`src/hw/rtl/hctbp_pkg.sv`:
```
// shared types and constants for the huffman code table bit packer
`timescale 1ns / 1ps

package hctbp_pkg;

  // default sizes of the code table
  localparam int MAX_CODE_LEN_DEF = 32;
  localparam int SYMBOL_COUNT_DEF = 256;

  // fixed field widths
  localparam int OP_W     = 2;
  localparam int SYM_W    = 8;
  localparam int CODE_W   = 32;
  localparam int LEN_W    = 6;
  localparam int BYTE_W   = 8;
  localparam int PEND_W   = 7;
  localparam int CNT_W    = 3;
  localparam int ACC_W    = PEND_W + CODE_W + 1;
  localparam int BUF_W    = 4 * BYTE_W;
  localparam int BUFCNT_W = 3;

  // input word opcodes
  typedef enum logic [OP_W-1:0] {
    OP_LOAD   = 2'd0,
    OP_ENCODE = 2'd1,
    OP_FLUSH  = 2'd2
  } op_t;

  // one table entry as seen by the packer
  typedef struct packed {
    logic [CODE_W-1:0] word;
    logic [LEN_W-1:0]  len;
  } code_entry_t;

  // work handed from the input side to the packer stage
  typedef struct packed {
    logic encode;
    logic flush;
  } pk_req_t;

endpackage

```
`src/hw/rtl/hctbp_packer.sv`:
```
// bit packer: pending bits, byte buffer and output register
`timescale 1ns / 1ps

module hctbp_packer (
  input  logic                          clk,
  input  logic                          rst,
  input  hctbp_pkg::pk_req_t            req,
  output logic                          take,
  input  hctbp_pkg::code_entry_t        entry,
  output logic                          out_valid,
  input  logic                          out_ready,
  output logic [hctbp_pkg::BYTE_W-1:0]  packed_byte,
  output logic                          run_last
);
  import hctbp_pkg::*;

  logic                s1_valid;
  logic                s1_flush;
  logic [PEND_W-1:0]   pending_bits;
  logic [CNT_W-1:0]    pending_count;
  logic [BUF_W-1:0]    buf_data;
  logic [BUFCNT_W-1:0] buf_cnt;

  logic [LEN_W-1:0]    len;
  logic [CODE_W-1:0]   word;
  logic [ACC_W-1:0]    acc;
  logic [LEN_W-1:0]    total;
  logic [6:0]          sh;
  logic [ACC_W-1:0]    aligned;
  logic [BUFCNT_W-1:0] nbytes;
  logic [PEND_W-1:0]   pending_bits_next;
  logic [CNT_W-1:0]    pending_count_next;
  logic                pop;
  logic                buf_free_next;
  logic                s1_done;

  // merge looked-up code with pending bits
  always_comb begin
    len   = s1_flush ? '0 : entry.len;
    word  = s1_flush ? '0 : entry.word;
    acc   = (ACC_W'(pending_bits) << len) | ACC_W'(word);
    total = LEN_W'(pending_count) + len;
    sh    = 7'(ACC_W) - 7'(total);
    aligned = acc << sh;
    if (s1_flush) begin
      nbytes             = (pending_count != '0) ? BUFCNT_W'(1) : '0;
      pending_bits_next  = '0;
      pending_count_next = '0;
    end else begin
      nbytes             = total[LEN_W-1:CNT_W];
      pending_bits_next  = acc[PEND_W-1:0] & (PEND_W'(7'h7F) >> (CNT_W'(7) - total[CNT_W-1:0]));
      pending_count_next = total[CNT_W-1:0];
    end
  end

  // handshake between stage, buffer and output register
  assign pop           = (buf_cnt != '0) && (!out_valid || out_ready);
  assign buf_free_next = (buf_cnt == '0) || ((buf_cnt == BUFCNT_W'(1)) && pop);
  assign s1_done       = s1_valid && ((nbytes == '0) || buf_free_next);
  assign take          = !s1_valid || s1_done;

  // packer stage and pending bit register
  always_ff @(posedge clk) begin
    if (rst) begin
      s1_valid      <= 1'b0;
      s1_flush      <= 1'b0;
      pending_bits  <= '0;
      pending_count <= '0;
    end else begin
      if (take) begin
        s1_valid <= req.encode || req.flush;
        s1_flush <= req.flush;
      end
      if (s1_done) begin
        pending_bits  <= pending_bits_next;
        pending_count <= pending_count_next;
      end
    end
  end

  // byte buffer, drains one byte a cycle while the output register can take it
  always_ff @(posedge clk) begin
    if (rst) begin
      buf_cnt <= '0;
    end else if (s1_done && (nbytes != '0)) begin
      buf_cnt <= nbytes;
    end else if (pop) begin
      buf_cnt <= buf_cnt - BUFCNT_W'(1);
    end
  end

  always_ff @(posedge clk) begin
    if (s1_done && (nbytes != '0)) begin
      buf_data <= aligned[ACC_W-1 -: BUF_W];
    end else if (pop) begin
      buf_data <= buf_data << BYTE_W;
    end
  end

  // output register
  always_ff @(posedge clk) begin
    if (rst) begin
      out_valid <= 1'b0;
    end else if (pop) begin
      out_valid <= 1'b1;
    end else if (out_ready) begin
      out_valid <= 1'b0;
    end
  end

  always_ff @(posedge clk) begin
    if (pop) begin
      packed_byte <= buf_data[BUF_W-1 -: BYTE_W];
      run_last    <= (buf_cnt == BUFCNT_W'(1));
    end
  end

  // buffer never holds more than one item's bytes
  a_buf_cnt: assert property (@(posedge clk) disable iff (rst)
    buf_cnt <= BUFCNT_W'(4))
    else $error("byte buffer overfilled");

  // a popped byte shows up in the output register
  a_pop_out: assert property (@(posedge clk) disable iff (rst)
    pop |=> out_valid)
    else $error("popped byte not presented");

  // a stalled stage keeps its item
  a_s1_hold: assert property (@(posedge clk) disable iff (rst)
    (s1_valid && !s1_done) |=> (s1_valid && $stable(s1_flush)))
    else $error("stalled stage lost its item");

  // flush leaves nothing pending
  a_flush_clr: assert property (@(posedge clk) disable iff (rst)
    (s1_done && s1_flush) |=> (pending_count == '0))
    else $error("flush left pending bits");

endmodule

```
`config.mk`:
```
export PLATFORM = sky130hd
export DESIGN_NAME = hctbp_packer
export DESIGN_NICKNAME = d
export VERILOG_FILES = /design/src/hw/rtl/hctbp_pkg.sv /design/src/hw/rtl/hctbp_packer.sv
export SDC_FILE = /design/constraint.sdc
export NUM_CORES = 1
export LEC_CHECK = 0
export BUFFER_PORTS_ARGS = -buffer_cell sky130_fd_sc_hd__clkbuf_2
export CORE_MARGIN = 8
export CORE_UTILIZATION = 50
export CTS_CLUSTER_DIAMETER = 50
export DETAILED_ROUTE_END_ITERATION = 10
export PLACE_DENSITY = 0.68
export SETUP_SLACK_MARGIN = 0.5
export SLEW_MARGIN = 20
export SYNTH_ARGS = -nofsm -noshare
export SYNTH_HDL_FRONTEND = slang
export SYNTH_SLANG_ARGS = --single-unit
```
`constraint.sdc`:
```
create_clock -name clk -period 4.2 [get_ports clk]
set_clock_uncertainty 0.05 [all_clocks]
set_input_delay 0 -clock clk [delete_from_list [all_inputs] [get_ports clk]]
set_output_delay 0 -clock clk [all_outputs]
set_load 0.03 [all_outputs]
```
Word level (Yosys, flattened, before mapping). Cells that the tools add are included.

Bits in registers: 57. Input port bits: 43. Output and inout port bits: 11. Logic and storage cells: 49.

Add/subtract/negate cells: 4. Eq/ne operators: 1. Shifts and indexed selects: 3. Mux-type cells: 12. Bitwise operators: 2. Reduce and logical (&&, ||, !) cells: 18.

Operators by type and width (count): 2-to-1 mux 32 bit (3); bitwise OR 40 x 32 -> 40 bit (1); << shifter 40 x 7 -> 40 bit (1); << shifter 7 x 6 -> 40 bit (1); 2-to-1 mux 3 bit (4); nonzero test 3 bit (3); AND 7 bit (1); 2-to-1 mux 7 bit (1); >> shifter 7 x 3 -> 7 bit, first input constant (1); subtractor 6 x 6 -> 7 bit, first input constant (1); adder 3 x 6 -> 6 bit (1); zero test 3 bit (2); 2-to-1 mux 6 bit (1); logical OR 1 bit (5); logical AND 1 bit (4); nonzero test 2 bit (2); equality test 3 x 1 -> 1 bit, second input constant (1); 2-to-1 mux 1 bit (3); subtractor 3 x 1 -> 3 bit, second input constant (1); subtractor 3 bit, first input constant (1); zero test 1 bit (2).

Longest topological paths before layout. Gate-level depths: netlist of run 1.

Depth after elaboration: 9. Gate-level depth with buffers: 17. Depth with buffers taken out: 15.

Least setup slack after synthesis of run 1. OpenSTA, ideal clock, no wires.

Path type: reg-to-reg. From: register s1_flush. To: register buf_data[23], data pin. Setup time: 0.278 ns. Arrival time: 3.455 ns. Data required time: 3.872 ns. Path slack: 0.417 ns. Cell stages (with the launch flop): 14. Buffers on the path: 3. Cells stage by stage: dfxtp_1 -> nand2b_1 -> inv_1 -> ha_1 -> ha_1 -> ha_1 -> clkbuf_1 -> buf_1 -> clkbuf_1 -> mux2_2 -> a221oi_1 -> nor2_1 -> a21oi_1 -> o221ai_1.

Longest elaborated chain between the ends: 8.

RTL lines: start: declaration (RTL line hctbp_packer.sv:18) `logic s1_flush;`; start signal: assignment (RTL line hctbp_packer.sv:72) `s1_flush <= req.flush;`; parallel branches: the longest is 7 deep, another holds subtractor 6 x 6 -> 7 bit; 2-to-1 mux 32 bit * (RTL line hctbp_packer.sv:93) `if (s1_done && (nbytes != '0)) begin`; end signal: assignment (RTL line hctbp_packer.sv:94) `buf_data <= aligned[ACC_W-1 -: BUF_W];`; end signal: assignment (RTL line hctbp_packer.sv:96) `buf_data <= buf_data << BYTE_W;`; end: declaration (RTL line hctbp_packer.sv:21) `logic [BUF_W-1:0] buf_data;`.

Mark *: on every way between the ends. A chain may end at the register's enable or synchronous reset.

Final worst setup path of run 1.
From: register s1_flush. To: register buf_data[31], data pin.

The elaborated chain is that of the path after synthesis.

==> results of run 1 <==
## metal layers
layer	global-route usage [%]	vias to the layer above	part of all wire [%]
li1	-	3457	-
met1	40.61	3753	40
met2	44.65	688	43
met3	8.706	98	13
met4	9.968	0	3.8
met5	0	-	0
## layout by cell type (no fill, tap or decap), types with 6 or more instances in the layout
master,instances
nor2_1,91
nand2_1,90
buf_4,55
a21oi_1,54
clkbuf_2,53
edfxtp_1,41
o21ai_0,38
mux2i_1,34
nor3_1,28
a211oi_1,21
o221ai_1,17
inv_1,16
nor2b_1,16
mux2_2,16
dfxtp_1,15
nand3_1,14
a22oi_1,13
o22ai_1,13
nand2b_1,11
o31ai_1,10
a21o_1,10
clkbuf_16,10
and2_1,9
a221o_1,9
o2bb2ai_1,9
o211ai_1,9
or2_2,7
o21ai_1,7
o21a_1,7
a31oi_1,7
nor4_1,6
a211o_1,6
nor3b_1,6
mux4_2,6
ha_1,6
## what timing repair did
action,CTS,global route
endpoints found under the setup margin,25,24
setup buffers,3,7
pin swaps,2,6
hold endpoints to repair,3,0
hold buffers,4,0
gates cloned,1,1
resized for setup,11,25
## stage by stage
| stage | hold slack [ps] | instance area (sq um) | util (%) | setup slack, ps | cells |
|---|---|---|---|---|---|
| after floorplan | 97.69 | 6819 | - | 506.6 | 866 |
| after global placement | 207.3 | 7330 | 55.13 | 240.3 | 1068 |
| after detailed placement | 256.4 | 7330 | 55.13 | 180.5 | 1068 |
| after CTS | 13.10 | 7790 | 58.59 | 503.7 | 1092 |
| after global routing | 44.95 | 7966 | 59.92 | 461.6 | 1100 |
| final | 35.60 | 7966 | 59.92 | 505.6 | 1100 |
## sequential cells by signal, indices dropped and copies added (netlist names)
register / count
buf_data: 32
packed_byte: 8
pending_bits: 7
buf_cnt: 3
pending_count: 3
out_valid: 1
run_last: 1
s1_flush: 1
s1_valid: 1
## final timing paths
check / from / to / slack [ps] / depth (start not counted)
worst max-delay path: s1_flush / buf_data[31] / 510 / 11
worst min-delay path: rst / pending_count[1] / 40 / 2
worst max register to register: s1_flush / buf_data[31] / 510 / 11
worst min register to register: buf_data[27] / packed_byte[3] / 370 / 0
## where the power goes
part	internal [mW]	switching (mW)
logic	1.45	2.58
registers	0.973	0.115
clock network	0.516	0.265
## kinds of logic (layout without fill, tap and decap cells)
group	Yosys count	count (layout)	share of synthesized area, %
multiplexers	58	58	9.914
XOR/XNOR	7	8	1.285
AO/OA/AOI/OAI	314	314	33.96
buffers and inverters	97	154	6.609
adder cells (fa/ha/maj)	10	10	1.836
flip-flops	57	57	22.76
AND/OR/NAND/NOR	323	323	23.63
## final cells by class
class | instances | area, sq um | share of cell area (%)
Clock buffer | 10 | 229.0 | 2.874
Clock inverter | 6 | 82.58 | 1.037
Inverter | 20 | 80.08 | 1.005
Multi-Input combinational cell | 713 | 4985 | 62.57
Sequential cell | 57 | 1553 | 19.49
Tap cell | 176 | 220.2 | 2.764
Timing Repair Buffer | 118 | 817.0 | 10.26
==> metrics.md, run 1 <==
| Metric | Value |
|---|---|
| Routed len/inst | around 26 microns |
| Clock transition at the registers of the reported paths | approximately 50 ps |
| Ant diodes | 0 |
| Clock Sinks | between 50 and 60 |
| Synth area leader | edfxtp_1 |
| Final Max Tran Viols | 0 |
| Layout Area Growth over Synthesis | 16.89% |
| 1st-iter DRT viols | between 1000 and 1500 |
| Arrival @ worst endpoint | around 3700 ps |
| Die X | ~130 microns |
| Mapped Nets | 919 |
| Post-synth top flop | edfxtp_1 |
| CTS root buf | clkbuf_16 |
| Cell Chain, Critical Path | nand2b_1 -> clkinv_2 -> ha_1 -> or2_2 -> o211a_1 -> ha_1 -> buf_6 -> mux4_2 -> and2_1 -> a211oi_2 -> o21ai_2 |
| Core area | 13300 sq um |
| Clock Latency Late Sink | 330 ps |
| Max rail drop VDD | between 0.4 and 0.5 mV |
| Overall power | between 5 and 6 mW |
| Startpoint Class | flop |
| CP max-delay cell | mux4_2 |
| Synth Instances | between 800 and 900 |
| Max transition margin | between 40% and 50% |
| Crit path kind | reg2reg |
| Mapped Area | ~6800 sq um |
| Family with the most delay on the worst path | adder cells |
| Yosys warning count | 0 |
| Largest net degree at the start of global routing | 47 |
| WL final | between 20000 and 30000 microns |
| CP peak stage delay | ~590 ps |
| Hold Path Class | in2reg |
| Vias | around 8000 |
| Seq/Total Area, Yosys | 22.76% |
| Residual DRC count | 0 |
| Fmax | roughly 270 MHz |
| DR vias/cell | just over 7 |
| DR pass1 iterations | 6 |
| Port buffer count | 53 |
| Final period util | 87.96% |
| Tightest Pin Transition | ~880 ps |
| Endpoints failing setup | 0 |
| Run status | completed |
| RSZ-0062 raised after global routing | true |
| Synth top cells by count | nand2_1 (91), nor2_1 (91), a21oi_1 (57) |
| Cell variety after synth | 95 |
| Max Buffers Root-to-Sink | 2 |
| Crit path buf inv count | 2 |
| FP Rows | 42 |
| Max-cap violations | 0 |
| EDFF count, synth | 41 |
| All-layer global routing usage | a little under a third |
| Post-synth ARST share | 0% |
| Layout cells sized above 1 | 22.73% |
| First-pass GRT wire length | 41940 microns |
| Final nets | around 970 |
| Post-route ant nets | 0 |
| Required time worst endpoint | 4210 ps |
| PwrDens | around 740 nW/um^2 |
| Fin. Hold Viols | 0 |
| Fill cells | between 1000 and 1500 |
| CP endpoint kind | flop |
| Seq cells post-synth | 57 |
| Htree depth | 3 |
| Ranking of synthesized cells by area | edfxtp_1 (18%), mux2i_1 (5.3%), nand2_1 (5.0%) |
| Vias in the first global route | between 7000 and 8000 |
| Share of Yosys cell area claimed by the top area cell type | 18.06% |
| Initial antenna violation count | 0 |
| HPWL after detailed placement | just over 20000 microns |
| Pleak | between 3 and 4 nW |
| CTS tree | done |
| Starting Density | 51.26% |
| Fin Setup TNS | 0 ps |
| Routability cong. | 1.026 |
| TritonCTS Buffers | 9 |
| Vert. Die Dim | approximately 130 microns |
| Minimum clock period | between 3000 and 4000 ps |
| Worst Path Max Fanout | 28 |
| Final global-route overflow total | 0 |
| Die footprint | ~18000 sq um |
| Ports | between 50 and 60 |
| Most frequent CP cell | ha_1 |
| Mean Syn Cell Area | 7.870 sq um |
(Power assumes the default switching activity.)
==> inputs of run 2 (changes only) <==
CORE_UTILIZATION = 30   (was 50)
PLACE_DENSITY = default   (was 0.68)
==> run 2 against run 1 <==
Against the previous run: total power shrank 0.50%; cell count is 9.5% higher; combinational power rose by 1%; setup slack improved by 86 ps; sequential power is essentially flat; core utilization is 24 points lower; cell area is 2.5% higher; register-to-register slack better by 90 ps.
==> metrics.md, run 2 (synthesis gave the netlist of run 1 again) <==
| Metric | Value |
|---|---|
| Run status | completed |
| TritonCTS Buffers | 9 |
| Final nets | a little under 1000 |
| CTS root buf | clkbuf_16 |
| Largest net degree at the start of global routing | 47 |
| Reg2Reg Launch Point | s1_flush |
| Final global-route overflow total | 0 |
| Arrival @ worst endpoint | between 3000 and 4000 ps |
| Residual DRC count | 0 |
| Final Max Tran Viols | 0 |
| HPWL after detailed placement | approximately 21000 microns |
| Final Instance Area | approximately 8200 sq um |
| Post-DP Area | ~7500 sq um |
| FP Rows | 55 |
| Layout Area Growth over Synthesis | 19.83% |
| Hold path start | rst |
| All-layer global routing usage | 19.20% |
| Startpoint Class | flop |
| Starting Density | just over 30% |
| Hold Path Class | in2reg |
| Clock Latency Late Sink | approximately 330 ps |
| Core area | between 20000 and 25000 sq um |
| Post-route ant nets | 0 |
| Endpoints failing setup | 0 |
| Worst setup path start | s1_flush |
| Layout cells sized above 1 | between 20% and 30% |
| Met2 usage | between 30% and 40% |
| Final period util | 85.91% |
| WL final | approximately 28000 microns |
| DR pass1 iterations | 5 |
| DR vias/cell | 6.352 |
| Post-Place Setup Slack | 304.7 ps |
| Post-route setup slack | approximately 590 ps |
| Worst Path Max Fanout | 32 |
| Met1 Track Usage GR | 25.96% |
| Final cell count without fillers | approximately 1200 |
| Max rail drop VDD | 0.3252 mV |
| PwrDens | just over 700 nW/um^2 |
| Largest Register | buf_data |
| Htree depth | 3 |
| Commonest cells after routing, fill and taps aside | nand2_1 (90), nor2_1 (90), a21oi_1 (57) |
| Crit path kind | reg2reg |
| Global route hottest layer | met2 |
| Pleak | a little over 3 nW |
| Minimum clock period | ~3600 ps |
| Initial antenna violation count | 0 |
| Fmax | approximately 280 MHz |
| Port buffer count | 53 |
| Die footprint | about 28000 sq um |
| 1st-iter DRT viols | 1105 |
| Required time worst endpoint | between 4000 and 5000 ps |
| Vert. Die Dim | between 150 and 200 microns |
| DP Cell Count | around 1200 |
| Max Buffers Root-to-Sink | 2 |
| CTS tree | done |
| Vias in the first global route | around 7100 |
| Vias | ~7600 |
| Fin. Hold Viols | 0 |
| First-pass GRT wire length | around 43000 microns |
| Clock Sinks | 57 |
| Max transition margin | between 40% and 50% |
| Fin Setup TNS | 0 ps |
| Routed len/inst | 23.43 microns |
| Met3 Usage GRT | between 2 and 3% |
| Die X | 166.7 microns |
| CP endpoint kind | flop |
| Max reg flops | 32 |
| Max-cap violations | 0 |
| Routability cong. | ~0.98 |
| RSZ-0062 raised after global routing | false |
| Overall power | between 5 and 6 mW |
| Clock transition at the registers of the reported paths | about 60 ps |
| Ant diodes | 0 |
| Ports | 54 |
| Tightest Pin Transition | 794.4 ps |
| Largest regs | buf_data (32), packed_byte (8), pending_bits (7) |
## run 2: cell count changes in the layout (fill, tap and decap cells not counted), sizes merged
| cell | delta |
|---|---|
| buf | -6 |
| bufbuf | +2 |
| bufinv | -1 |
| clkbuf | -1 |
| clkinv | -1 |
| clkinvlp | +1 |
| inv | +1 |
## run 2: stage by stage
step,utilization [%],hold WS (ps)
after floorplan,-,97.69
after global placement,33.23,218.9
after detailed placement,33.23,225.0
after CTS,35.35,26.29
after global routing,36.29,68.95
final,36.29,44.76
## run 2: final timing paths
| kind | end | slack [ps] | cells past startpoint |
|---|---|---|---|
| worst min register to register | packed_byte[7] | 370 | 0 |
| worst max register to register | buf_data[31] | 590 | 13 |
| worst max-delay path | buf_data[31] | 590 | 13 |
| worst min-delay path | pending_bits[6] | 40 | 2 |
## run 2: layout make-up
class / instances / area (sq um)
fillers: 2287 / 14340
inverters: 20 / 80.08
well taps: 285 / 356.6
clock buffers: 10 / 229.0
repair buffers: 113 / 862.1
clock inverters: 6 / 58.81
flip-flops and latches: 57 / 1553
multi-input cells: 713 / 5027
## run 2: worst max-delay path, stage by stage (launching register included)
cell and delay (ps):
dfxtp_2 370, buf_6 190, nand2b_4 160, xnor2_2 120, ha_4 240, ha_4 340
inv_1 110, buf_12 180, a32o_1 260, a21o_1 210, mux4_2 540, and2_1 200
a211oi_1 240, o21ai_1 120
## run 2: repair_timing
action                                  CTS  global route
endpoints found under the hold margin     3             0
hold buffers                              4             0
endpoints found under the setup margin   23            23
setup buffers                             2             7
gates cloned                              2             1
resized for setup                        14            29
pin swaps                                 2            10
## run 2: metal layers
metal	part of all wire, %	vias to the layer above
li1	-	3455
met1	43	3658
met2	45	468
met3	8.2	67
met4	4.0	0
met5	0	-
## run 2: power by group
| part | internal, mW | switching [mW] | leakage (nW) |
|---|---|---|---|
| sequential | 0.970 | 0.101 | 0.547 |
| clock | 0.454 | 0.262 | 0.136 |
| combinational | 1.56 | 2.53 | 2.37 |
